$ cat src/design/kvlt_pkg.sv
// ----------------------------------------------------------------------------
// kvlt_pkg
// Shared types, character codes and classifiers for the key/value line
// tokenizer.
// ----------------------------------------------------------------------------
package kvlt_pkg;

    // Default width of the internal line counter
    localparam int KVLT_LINE_NUMBER_WIDTH = 16;
    // Width of the line number as presented on the result port
    localparam int KVLT_LINE_OUT_WIDTH    = 16;

    // Character codes
    localparam logic [7:0] CH_COLON   = 8'h3A;
    localparam logic [7:0] CH_NL      = 8'h0A;
    localparam logic [7:0] CH_HASH    = 8'h23;
    localparam logic [7:0] CH_TAB     = 8'h09;
    localparam logic [7:0] CH_CR      = 8'h0D;
    localparam logic [7:0] CH_SPACE   = 8'h20;

    // Role tag for each echoed byte
    typedef enum logic [2:0] {
        ROLE_SKIP    = 3'd0,
        ROLE_NAME    = 3'd1,
        ROLE_VALUE   = 3'd2,
        ROLE_SEP     = 3'd3,
        ROLE_EOL     = 3'd4,
        ROLE_DISCARD = 3'd5
    } t_role;

    // Sticky error codes
    typedef enum logic [2:0] {
        ERR_NONE       = 3'd0,
        ERR_ILLEGAL    = 3'd1,
        ERR_NO_NAME    = 3'd2,
        ERR_NO_SEP     = 3'd3,
        ERR_NO_VALUE   = 3'd4,
        ERR_NO_NEWLINE = 3'd5,
        ERR_EOS_MID    = 3'd6
    } t_err;

    // Lexer mode
    typedef enum logic [1:0] {
        MODE_IDLE    = 2'd0,
        MODE_WORD    = 2'd1,
        MODE_NUMBER  = 2'd2,
        MODE_COMMENT = 2'd3
    } t_mode;

    // Position within the line grammar
    typedef enum logic [1:0] {
        POS_NAME  = 2'd0,
        POS_SEP   = 2'd1,
        POS_VALUE = 2'd2,
        POS_EOL   = 2'd3
    } t_pos;

    // One result beat
    typedef struct packed {
        logic [7:0]                     byte_out;
        t_role                          role;
        logic                           token_start;
        logic                           setting_done;
        logic                           value_numeric;
        logic [KVLT_LINE_OUT_WIDTH-1:0] line_number;
        t_err                           error_code;
        logic                           stream_ok;
    } t_result;

    function automatic logic is_alpha(input logic [7:0] c);
        return ((c >= 8'h61) && (c <= 8'h7A)) || ((c >= 8'h41) && (c <= 8'h5A));
    endfunction

    function automatic logic is_digit(input logic [7:0] c);
        return (c >= 8'h30) && (c <= 8'h39);
    endfunction

    function automatic logic is_blank(input logic [7:0] c);
        return (c == CH_SPACE) || (c == CH_TAB) || (c == CH_CR);
    endfunction

endpackage

$ cat src/design/kvlt_in_reg.sv
// ----------------------------------------------------------------------------
// kvlt_in_reg
// Input register stage: captures one byte beat and holds it until the
// parser takes it.
// ----------------------------------------------------------------------------
module kvlt_in_reg (
    input  logic       i_clk,
    input  logic       i_rst_n,
    input  logic       i_valid,
    output logic       o_ready,
    input  logic [7:0] i_byte,
    input  logic       i_eos,
    input  logic       i_take,
    output logic       o_valid,
    output logic [7:0] o_byte,
    output logic       o_eos
);

    logic       r_valid;
    logic [7:0] r_byte;
    logic       r_eos;

    // Accept a new beat when empty or when the held beat leaves this cycle
    assign o_ready = !r_valid || i_take;

    // Hold the valid flag
    always_ff @(posedge i_clk) begin
        if (!i_rst_n) begin
            r_valid <= 1'b0;
        end else if (o_ready) begin
            r_valid <= i_valid;
        end
    end

    // Capture the payload on acceptance
    always_ff @(posedge i_clk) begin
        if (o_ready && i_valid) begin
            r_byte <= i_byte;
            r_eos  <= i_eos;
        end
    end

    assign o_valid = r_valid;
    assign o_byte  = r_byte;
    assign o_eos   = r_eos;

endmodule

$ cat src/design/kvlt_parser.sv
// ----------------------------------------------------------------------------
// kvlt_parser
// Lexer and line-grammar state with the single-pass step logic. Produces
// the result beat for the byte held in the input register.
// ----------------------------------------------------------------------------
module kvlt_parser import kvlt_pkg::*; #(
    parameter int LINE_NUMBER_WIDTH = KVLT_LINE_NUMBER_WIDTH
) (
    input  logic       i_clk,
    input  logic       i_rst_n,
    input  logic       i_step,
    input  logic [7:0] i_byte,
    input  logic       i_eos,
    output t_result    o_result
);

    localparam logic [LINE_NUMBER_WIDTH-1:0] LINE_ONE = {{(LINE_NUMBER_WIDTH-1){1'b0}}, 1'b1};
    localparam logic [LINE_NUMBER_WIDTH-1:0] LINE_MAX = {LINE_NUMBER_WIDTH{1'b1}};

    t_mode                        r_mode,  n_mode;
    t_pos                         r_pos,   n_pos;
    logic                         r_kind,  n_kind;
    t_err                         r_err,   n_err;
    logic [LINE_NUMBER_WIDTH-1:0] r_line,  n_line;

    logic                         w_alpha, w_digit, w_alnum, w_newline;
    logic                         w_cont;
    t_err                         w_new_err;
    t_err                         w_eos_err;
    logic [LINE_NUMBER_WIDTH+KVLT_LINE_OUT_WIDTH-1:0] w_line_ext;

    assign w_alpha   = is_alpha(i_byte);
    assign w_digit   = is_digit(i_byte);
    assign w_alnum   = w_alpha || w_digit;
    assign w_newline = (i_byte == CH_NL);

    // Decode: does the byte continue the current token, and does it raise an error
    always_comb begin
        w_cont    = 1'b0;
        w_new_err = ERR_NONE;
        if (r_mode == MODE_COMMENT && !w_newline) begin
            w_cont = 1'b1;
        end else if (r_mode == MODE_WORD && w_alnum) begin
            w_cont = 1'b1;
        end else if (r_mode == MODE_NUMBER && w_digit) begin
            w_cont = 1'b1;
        end
        if (!w_cont) begin
            priority if (is_blank(i_byte) || i_byte == CH_HASH) begin
                w_new_err = ERR_NONE;
            end else if (i_byte == CH_COLON) begin
                unique case (r_pos)
                    POS_NAME:  w_new_err = ERR_NO_NAME;
                    POS_SEP:   w_new_err = ERR_NONE;
                    POS_VALUE: w_new_err = ERR_NO_VALUE;
                    default:   w_new_err = ERR_NO_NEWLINE;
                endcase
            end else if (w_newline) begin
                unique case (r_pos)
                    POS_SEP:   w_new_err = ERR_NO_SEP;
                    POS_VALUE: w_new_err = ERR_NO_VALUE;
                    default:   w_new_err = ERR_NONE;
                endcase
            end else if (w_alnum) begin
                unique case (r_pos)
                    POS_NAME:  w_new_err = w_alpha ? ERR_NONE : ERR_NO_NAME;
                    POS_SEP:   w_new_err = ERR_NO_SEP;
                    POS_VALUE: w_new_err = ERR_NONE;
                    default:   w_new_err = ERR_NO_NEWLINE;
                endcase
            end else begin
                w_new_err = ERR_ILLEGAL;
            end
        end
    end

    // End of stream: an unfinished line becomes an error if none is pending
    assign w_eos_err = (r_err == ERR_NONE && r_pos != POS_NAME) ? ERR_EOS_MID : r_err;

    // Next state
    always_comb begin
        n_mode = r_mode;
        n_pos  = r_pos;
        n_kind = r_kind;
        n_err  = r_err;
        n_line = r_line;
        if (i_eos) begin
            n_mode = MODE_IDLE;
            n_pos  = POS_NAME;
            n_kind = 1'b0;
            n_err  = ERR_NONE;
            n_line = LINE_ONE;
        end else begin
            if (w_newline && r_line != LINE_MAX) begin
                n_line = r_line + LINE_ONE;
            end
            if (r_err == ERR_NONE && !w_cont) begin
                n_mode = MODE_IDLE;
                if (w_new_err != ERR_NONE) begin
                    n_err = w_new_err;
                end else if (i_byte == CH_HASH) begin
                    n_mode = MODE_COMMENT;
                end else if (i_byte == CH_COLON) begin
                    n_pos = POS_VALUE;
                end else if (w_newline) begin
                    n_pos = POS_NAME;
                end else if (w_alnum) begin
                    if (r_pos == POS_NAME) begin
                        n_pos  = POS_SEP;
                        n_mode = MODE_WORD;
                    end else begin
                        n_pos  = POS_EOL;
                        n_kind = !w_alpha;
                        n_mode = w_alpha ? MODE_WORD : MODE_NUMBER;
                    end
                end
            end
        end
    end

    // Result beat
    assign w_line_ext = {{KVLT_LINE_OUT_WIDTH{1'b0}}, r_line};

    always_comb begin
        o_result               = '0;
        o_result.line_number   = w_line_ext[KVLT_LINE_OUT_WIDTH-1:0];
        if (i_eos) begin
            o_result.role       = ROLE_SKIP;
            o_result.error_code = w_eos_err;
            o_result.stream_ok  = (w_eos_err == ERR_NONE);
        end else begin
            o_result.byte_out   = i_byte;
            o_result.error_code = r_err;
            priority if (r_err != ERR_NONE) begin
                o_result.role = ROLE_DISCARD;
            end else if (w_new_err != ERR_NONE) begin
                o_result.role       = ROLE_DISCARD;
                o_result.error_code = w_new_err;
            end else if (w_cont) begin
                if (r_mode == MODE_COMMENT) begin
                    o_result.role = ROLE_SKIP;
                end else if (r_mode == MODE_WORD && r_pos == POS_SEP) begin
                    o_result.role = ROLE_NAME;
                end else begin
                    o_result.role = ROLE_VALUE;
                end
            end else if (i_byte == CH_COLON) begin
                o_result.role = ROLE_SEP;
            end else if (w_newline) begin
                o_result.role          = ROLE_EOL;
                o_result.setting_done  = (r_pos == POS_EOL);
                o_result.value_numeric = (r_pos == POS_EOL) && r_kind;
            end else if (w_alnum) begin
                o_result.role        = (r_pos == POS_NAME) ? ROLE_NAME : ROLE_VALUE;
                o_result.token_start = 1'b1;
            end else begin
                o_result.role = ROLE_SKIP;
            end
        end
    end

    // Advance the parser state when a beat moves to the result register
    always_ff @(posedge i_clk) begin
        if (!i_rst_n) begin
            r_mode <= MODE_IDLE;
            r_pos  <= POS_NAME;
            r_kind <= 1'b0;
            r_err  <= ERR_NONE;
            r_line <= LINE_ONE;
        end else if (i_step) begin
            r_mode <= n_mode;
            r_pos  <= n_pos;
            r_kind <= n_kind;
            r_err  <= n_err;
            r_line <= n_line;
        end
    end

endmodule

$ cat src/design/key_value_line_tokenizer.sv
// ----------------------------------------------------------------------------
// key_value_line_tokenizer
// Streaming checker for "name : value" settings text, tagging each byte.
// ----------------------------------------------------------------------------
// Takes one byte beat per cycle when the output is not stalled and returns
// one result beat per input beat. A byte passes an input register, one pass
// of lexer and grammar logic, and a result register; the parser state
// advances as the byte enters the result register, so the sustained rate is
// one byte per clock when unstalled. A beat with end-of-stream set reports
// the outcome on stream_ok and returns the parser to its reset state. The
// internal line counter is LINE_NUMBER_WIDTH bits and saturates; its low 16
// bits are shown on the line number output.
module key_value_line_tokenizer import kvlt_pkg::*; #(
    parameter int LINE_NUMBER_WIDTH = KVLT_LINE_NUMBER_WIDTH
) (
    input  logic        i_clk,
    input  logic        i_rst_n,
    input  logic        i_in_valid,
    output logic        o_in_ready,
    input  logic [7:0]  i_byte_in,
    input  logic        i_end_of_stream,
    output logic        o_out_valid,
    input  logic        i_out_ready,
    output logic [7:0]  o_byte_out,
    output logic [2:0]  o_role,
    output logic        o_token_start,
    output logic        o_setting_done,
    output logic        o_value_numeric,
    output logic [15:0] o_line_number,
    output logic [2:0]  o_error_code,
    output logic        o_stream_ok
);

    logic       w_held_valid;
    logic [7:0] w_held_byte;
    logic       w_held_eos;
    logic       w_step;
    t_result    w_result;

    logic       r_out_valid;
    t_result    r_out;

    // Move a beat forward when the result register is free or being drained
    assign w_step = w_held_valid && (!r_out_valid || i_out_ready);

    kvlt_in_reg u_in_reg (
        .i_clk   (i_clk),
        .i_rst_n (i_rst_n),
        .i_valid (i_in_valid),
        .o_ready (o_in_ready),
        .i_byte  (i_byte_in),
        .i_eos   (i_end_of_stream),
        .i_take  (w_step),
        .o_valid (w_held_valid),
        .o_byte  (w_held_byte),
        .o_eos   (w_held_eos)
    );

    kvlt_parser #(
        .LINE_NUMBER_WIDTH (LINE_NUMBER_WIDTH)
    ) u_parser (
        .i_clk    (i_clk),
        .i_rst_n  (i_rst_n),
        .i_step   (w_step),
        .i_byte   (w_held_byte),
        .i_eos    (w_held_eos),
        .o_result (w_result)
    );

    // Hold the result valid flag
    always_ff @(posedge i_clk) begin
        if (!i_rst_n) begin
            r_out_valid <= 1'b0;
        end else if (!r_out_valid || i_out_ready) begin
            r_out_valid <= w_held_valid;
        end
    end

    // Load the result payload
    always_ff @(posedge i_clk) begin
        if (w_step) begin
            r_out <= w_result;
        end
    end

    assign o_out_valid     = r_out_valid;
    assign o_byte_out      = r_out.byte_out;
    assign o_role          = r_out.role;
    assign o_token_start   = r_out.token_start;
    assign o_setting_done  = r_out.setting_done;
    assign o_value_numeric = r_out.value_numeric;
    assign o_line_number   = r_out.line_number;
    assign o_error_code    = r_out.error_code;
    assign o_stream_ok     = r_out.stream_ok;

endmodule

$ cat config.mk
export PLATFORM = sky130hd
export DESIGN_NAME = key_value_line_tokenizer
export DESIGN_NICKNAME = d
export VERILOG_FILES = /design/src/design/kvlt_pkg.sv /design/src/design/kvlt_in_reg.sv /design/src/design/kvlt_parser.sv /design/src/design/key_value_line_tokenizer.sv
export SDC_FILE = /design/constraint.sdc
export NUM_CORES = 1
export LEC_CHECK = 0
export BUFFER_PORTS_ARGS = -buffer_cell sky130_fd_sc_hd__buf_2
export CORE_UTILIZATION = 56
export DETAILED_ROUTE_END_ITERATION = 12
export PLACE_DENSITY = 0.91
export SETUP_SLACK_MARGIN = 0.15
export SLEW_MARGIN = 20
export SYNTH_ARGS = -nofsm -noshare
export SYNTH_HDL_FRONTEND = slang
export SYNTH_SLANG_ARGS = --single-unit
export TNS_END_PERCENT = 5
$ cat constraint.sdc
create_clock -name i_clk -period 2.8 [get_ports i_clk]
set_clock_uncertainty 0.05 [all_clocks]
set_input_delay 0.28 -clock i_clk [delete_from_list [all_inputs] [get_ports i_clk]]
set_output_delay 0.28 -clock i_clk [all_outputs]
set_load 0.03 [all_outputs]
# Word-level counts from Yosys, hierarchy flattened
# Cells that the tools add are included.
word_totals:
  output_inout_bits: 36
  ff_bits: 69
  ram_bits: 0
  memories: 0
  rom_bits: 0
  latchBits: 0
op_classes:
  mul: 0
  order_cmp: 6
  mux: 55
  n_shift: 0
  n_reduce_logical: 42
  add_sub_neg: 1
  eq_ne: 18
  bitwise: 1
  div: 0
op_table:
  columns: ["cell", "n"]
  rows:
  - ["2-to-1 mux 3 bit", 18]
  - ["2-to-1 mux 2 bit", 20]
  - ["2-to-1 mux 16 bit", 2]
  - ["== test 8 x 4 -> 1 bit (second input constant)", 3]
  - ["== test 8 x 6 -> 1 bit (second input constant)", 3]
  - ["one-hot mux 3 bit (3 select lines)", 2]
  - ["adder 16 x 1 -> 16 bit (second input constant)", 1]
  - ["greater-or-equal comparator 8 x 7 -> 1 bit (second input constant)", 2]
  - ["less-or-equal comparator 8 x 7 -> 1 bit (second input constant)", 2]
  - ["inequality test 16 bit (second input constant)", 1]
  - ["logical AND 1 bit", 13]
  - ["2-to-1 mux 1 bit", 12]
  - ["OR reduction 6 bit", 2]
  - ["inequality test 2 bit (second input constant)", 5]
  - ["== test 2 bit (second input constant)", 4]
  - ["greater-or-equal comparator 8 x 6 -> 1 bit (second input constant)", 1]
  - ["less-or-equal comparator 8 x 6 -> 1 bit (second input constant)", 1]
  - ["AND reduction 8 bit", 1]
  - ["nonzero test 2 bit", 4]
  - ["logical OR 1 bit", 7]
  - ["logical NOT 3 bit", 2]
  - ["one-hot mux 3 bit (2 select lines)", 1]
  - ["nonzero test 3 bit", 2]
  - ["logical NOT 1 bit", 5]
  - ["other kinds (7)", 9]

# Longest topological paths before layout
logic_depth:
  depth_word: 14
  ltp_mapped: 8
  ltp_nobuf: 8

# Hierarchy
# A second synthesis with hierarchy kept.
hier_totals:
  cells_unflattened: 280
  area_unflattened_um2: 3216.8
modules_own_cells:
  columns: ["module", "cells_each", "n_inst", "seq_area_each_um2", "area_per_inst_um2"]
  rows:
  - ["kvlt_parser", 228, 1, 480.5, 1820.5]
  - ["key_value_line_tokenizer", 38, 1, 1041.0, 1068.5]
  - ["kvlt_in_reg", 14, 1, 290.3, 327.8]

# Least setup slack after synthesis
# OpenSTA, ideal clock, no wires.
synth_path:
  path_kind: "register to register"
  from: "reg r_out_valid (netlist: o_out_valid)"
  to: "reg u_parser.r_pos[0]"
  required_ns: 2.630
  stages_incl_launch_ff: 9
  arrival_ns: 2.500
  slack_ns: 0.130
  setup_time_ns: 0.120
  path_buffers: 0
  cell_sequence: "dfxtp_1 nand2b_1 nand2_1 inv_1 o21ai_0 a21o_4 a21o_4 and3_1 a211o_1"
synth_via:
  elab_chain_len: 4
synth_rtl:
  columns: ["element", "line_no", "rtl"]
  rows:
  - ["start, declared", "key_value_line_tokenizer.sv:40", "logic r_out_valid;"]
  - ["start signal, assigned", "key_value_line_tokenizer.sv:75", "r_out_valid <= w_held_valid;"]
  - ["logical NOT 1 bit", "key_value_line_tokenizer.sv:44", "assign w_step = w_held_valid && (!r_out_valid || i_out_ready);"]
  - ["logical OR 1 bit", "key_value_line_tokenizer.sv:44", null]
  - ["logical AND 1 bit", "key_value_line_tokenizer.sv:44", null]
  - ["named net u_in_reg.i_take", "kvlt_in_reg.sv:13", "input logic i_take,"]
  - ["AND reduction 5 bit (no line)", null, null]
  - ["end signal, assigned", "kvlt_parser.sv:172", "r_pos <= n_pos;"]
  - ["end, declared", "kvlt_parser.sv:21", "t_pos r_pos, n_pos;"]
# The timed path passes the listed nets, and every way through them passes these cells.
# A chain may end at the register's enable or synchronous reset.

==> flow_summary.toml <==
[run_status]
status = "completed"

[placement]
place.detailed.instances = 409
dpl.hpwl_microns = 4795
buffer_ports.inserted = 48
globalplace.congestion = 0.8937

[worst_setup_path]
critPathSlowestCell = "edfxtp_1"
series_of_cell_instances_along_the_critical_path = "nor4bb_1 > buf_4 > and2_4 > a31oi_4 > a211oi_2 > nor2_1 > a2111oi_1 > or2_1"
worst_r2r_startpoint = "u_in_reg.o_byte[0]"
regToRegEndpoint = "o_error_code[1]"
ff2ff_path_depth = 8
crit_family = "simple AND/OR/NAND/NOR gates"
worst_setup_path_start_kind = "register"
crit_path_max_fanout = 8
rrSetupSlack_ns = 0.24
worstPathArrival_ns = 2.74
path_depth = 8
critical_path.max_stage_delay_ns = 0.50
capturing_element_type_of_the_critical_path = "register"
cp_data_required_time_ns = 2.98
timing.critical_path.buf_inv = 1
criticalPathCategory = "reg -> reg"

[timing]
setup_violations = 0
min_period_ns = 2.558
grt_setup_unrepaired = "true"
finalSetupTns_ns = 0
fmaxAchievable_mhz = 390.9
final-max-slew-violation-count = 0
timing.final.crit_share_pct = 91.36
worst_slew_pin_slew_ns = 0.7501
hold_violations = 0
timing.max_slew.rel_slack_pct = 49.61

[yosys]
ys_async_sr_fraction_pct = 0
ys_seq_elements = 69
avgSynthCellArea_sq_um = 10.93
yosysSeqAreaShare_pct = 55.80
count_of_unique_library_cells_instantiated_by_yosys = 60
yosysWarnings = 0
synth_cells = 297
synth_edf_count = 43
netlist_area_sq_um = 3247
number_of_nets_produced_by_synthesis = 311
synth_top_flop_cell = "edfxtp_1"

[route]
dr_total_vias = 2523
drc = 0
detail-route-antenna-nets = 0
detail_route.iter0.violations = 256
avgRoutedWirePerCell_microns = 15.76
viasPerCell = 5.895
drtPass1Iterations = 4
routed_wl_microns = 6747

[final_layout]
n_antenna_cell = 0
area.growth.synth_to_final_pct = 16.96
mostFrequentLayoutCell = "buf_2"
area.sequential_sq_um = 1812
finish.cell_count_without_fillers = 428
fillers = 430
num-nets-final = 365
layout-drive-gt1-share_pct = 26.40
footprint_of_the_multi_input_gates_sq_um = 1375
commonest_non_fill_non_tap_cells_in_the_layout = "buf_2, edfxtp_1, nor2_1"

[global_routing]
grt_util_all_layers_pct = 23.88
grt_first_pass_wirelength_microns = 10920
grt_remaining_overflow = 0
grt_pass1_vias = 2260
grt_antenna_before_repair = 0
grt_max_degree = 27

[die]
die_y_microns = 78.15
floorplan.initialDensity_pct = 58.60
boundaryPins = 49
floorplan.rows = 27
area_inside_the_core_boundary_sq_um = 5540
die_area_sq_um = 6107
die_w_microns = 78.15

[worst_hold_path]
cell_count_of_the_worst_hold_path = 1
hold_path_class = "in -> reg"
startpoint_of_the_most_critical_hold_path = "i_byte_in[7]"
hold_end = "u_in_reg.o_byte[7]"

[power_and_ir_drop]
power-per-cell-area_nw_per_um2 = 574.0
p_leak_nw = 1.363
vdd.ir_drop.worst_mv = 0.3810

[clocking]
cts_root_buffer = "clkbuf_8"
cts_inserted_buffers = 9
cts_htree_levels = 3
worst_setup_hold_path_clk_slew_ns = 0.08
clk_latency_ns = 0.36
cts_tree = "done"
cts_sinks = 69
cts.path.max_buffers = 2

[flow_run]
max_cap_viol_count = 0
-- final cells by class --
cell class,count,area share [%]
clock inverter,7,2.142
inverter,5,0.5931
timing repair buffer,55,7.710
clock buffer,9,3.262
multi-input combinational,211,36.21
tap,72,2.372
sequential,69,47.71
-- registers in the layout (all words and copies together) (netlist names), 2 cells and up --
signal	count
u_parser.r_line	16
o_error_code	3
u_in_reg.o_byte	8
o_line_number	16
u_parser.r_mode	2
o_role	3
u_parser.r_err	3
u_parser.r_pos	2
o_byte_out	8
-- worst max path at each step --
stage,from,to
after floorplan,o_out_valid,u_parser.r_line[15]
after global placement,u_in_reg.o_byte[6],u_parser.r_pos[1]
after detailed placement,u_in_reg.o_byte[6],o_error_code[1]
after CTS,u_in_reg.o_byte[6],o_error_code[1]
after global routing,u_in_reg.o_byte[0],o_error_code[1]
final,u_in_reg.o_byte[0],o_error_code[1]
-- timing repair --
item	in CTS	in global routing
resized for setup	0	2
setup endpoints to repair	0	3
setup buffers	0	3
hold buffers	0	0
-- cell families after synthesis --
family | synth area share, %
fa+ha+maj | 0.3853
flops | 55.80
simple gates | 22.12
compound gates | 15.65
xor+xnor | 3.237
mux | 0.6551
buf+inv | 2.158
-- cell usage after synthesis (3+ instances only) --
cell type | n | area share, %
edfxtp_1 | 43 | 40
nor2_1 | 33 | 3.8
nand2_1 | 27 | 3.1
dfxtp_1 | 26 | 16
o21ai_0 | 15 | 2.3
nand3_1 | 11 | 1.7
nor2b_1 | 11 | 2.1
a21oi_1 | 10 | 1.5
clkbuf_1 | 8 | 0.92
nor3_1 | 7 | 1.1
xor2_1 | 7 | 1.9
a31oi_1 | 5 | 0.96
and2_1 | 5 | 0.96
and3_1 | 5 | 0.96
inv_1 | 5 | 0.58
or3_1 | 5 | 0.96
xnor2_1 | 5 | 1.3
nand4_1 | 4 | 0.77
a211oi_1 | 3 | 0.69
a21o_1 | 3 | 0.69
a21o_4 | 3 | 1.4
a32oi_1 | 3 | 0.81
nand2b_1 | 3 | 0.58
nor4_1 | 3 | 0.58
-- report_power, final --
group | switching (W) | total [W] | internal (W) | leakage (nW)
sequential | 0.0000271 | 0.00114 | 0.00111 | 0.609
combinational | 0.000132 | 0.000193 | 0.0000616 | 0.651
clock | 0.000419 | 0.000844 | 0.000425 | 0.103
-- through the flow --
step	utilization [%]	setup slack [ns]	hold slack, ns	total power, W	instance area, sq um
floorplan	-	0.4067	0.3289	0.001297	3251
global placement	64.25	0.3917	0.4003	0.001347	3560
detailed placement	64.25	0.2560	0.4087	0.001354	3560
CTS	67.95	0.2334	0.03325	0.002190	3765
global route	68.54	0.1132	0.02875	0.002250	3797
finish	68.54	0.2419	0.04278	0.002180	3797
-- metal layers --
metal / vias to the layer above / GRT usage (%) / wire length [microns]
li1: 1204 / - / -
met1: 1188 / 31.16 / 2925
met2: 118 / 36.32 / 3161
met3: 13 / 6.860 / 503
met4: 0 / 12.04 / 155
met5: - / 0 / 0
Power figures use the tool's default switching activity.
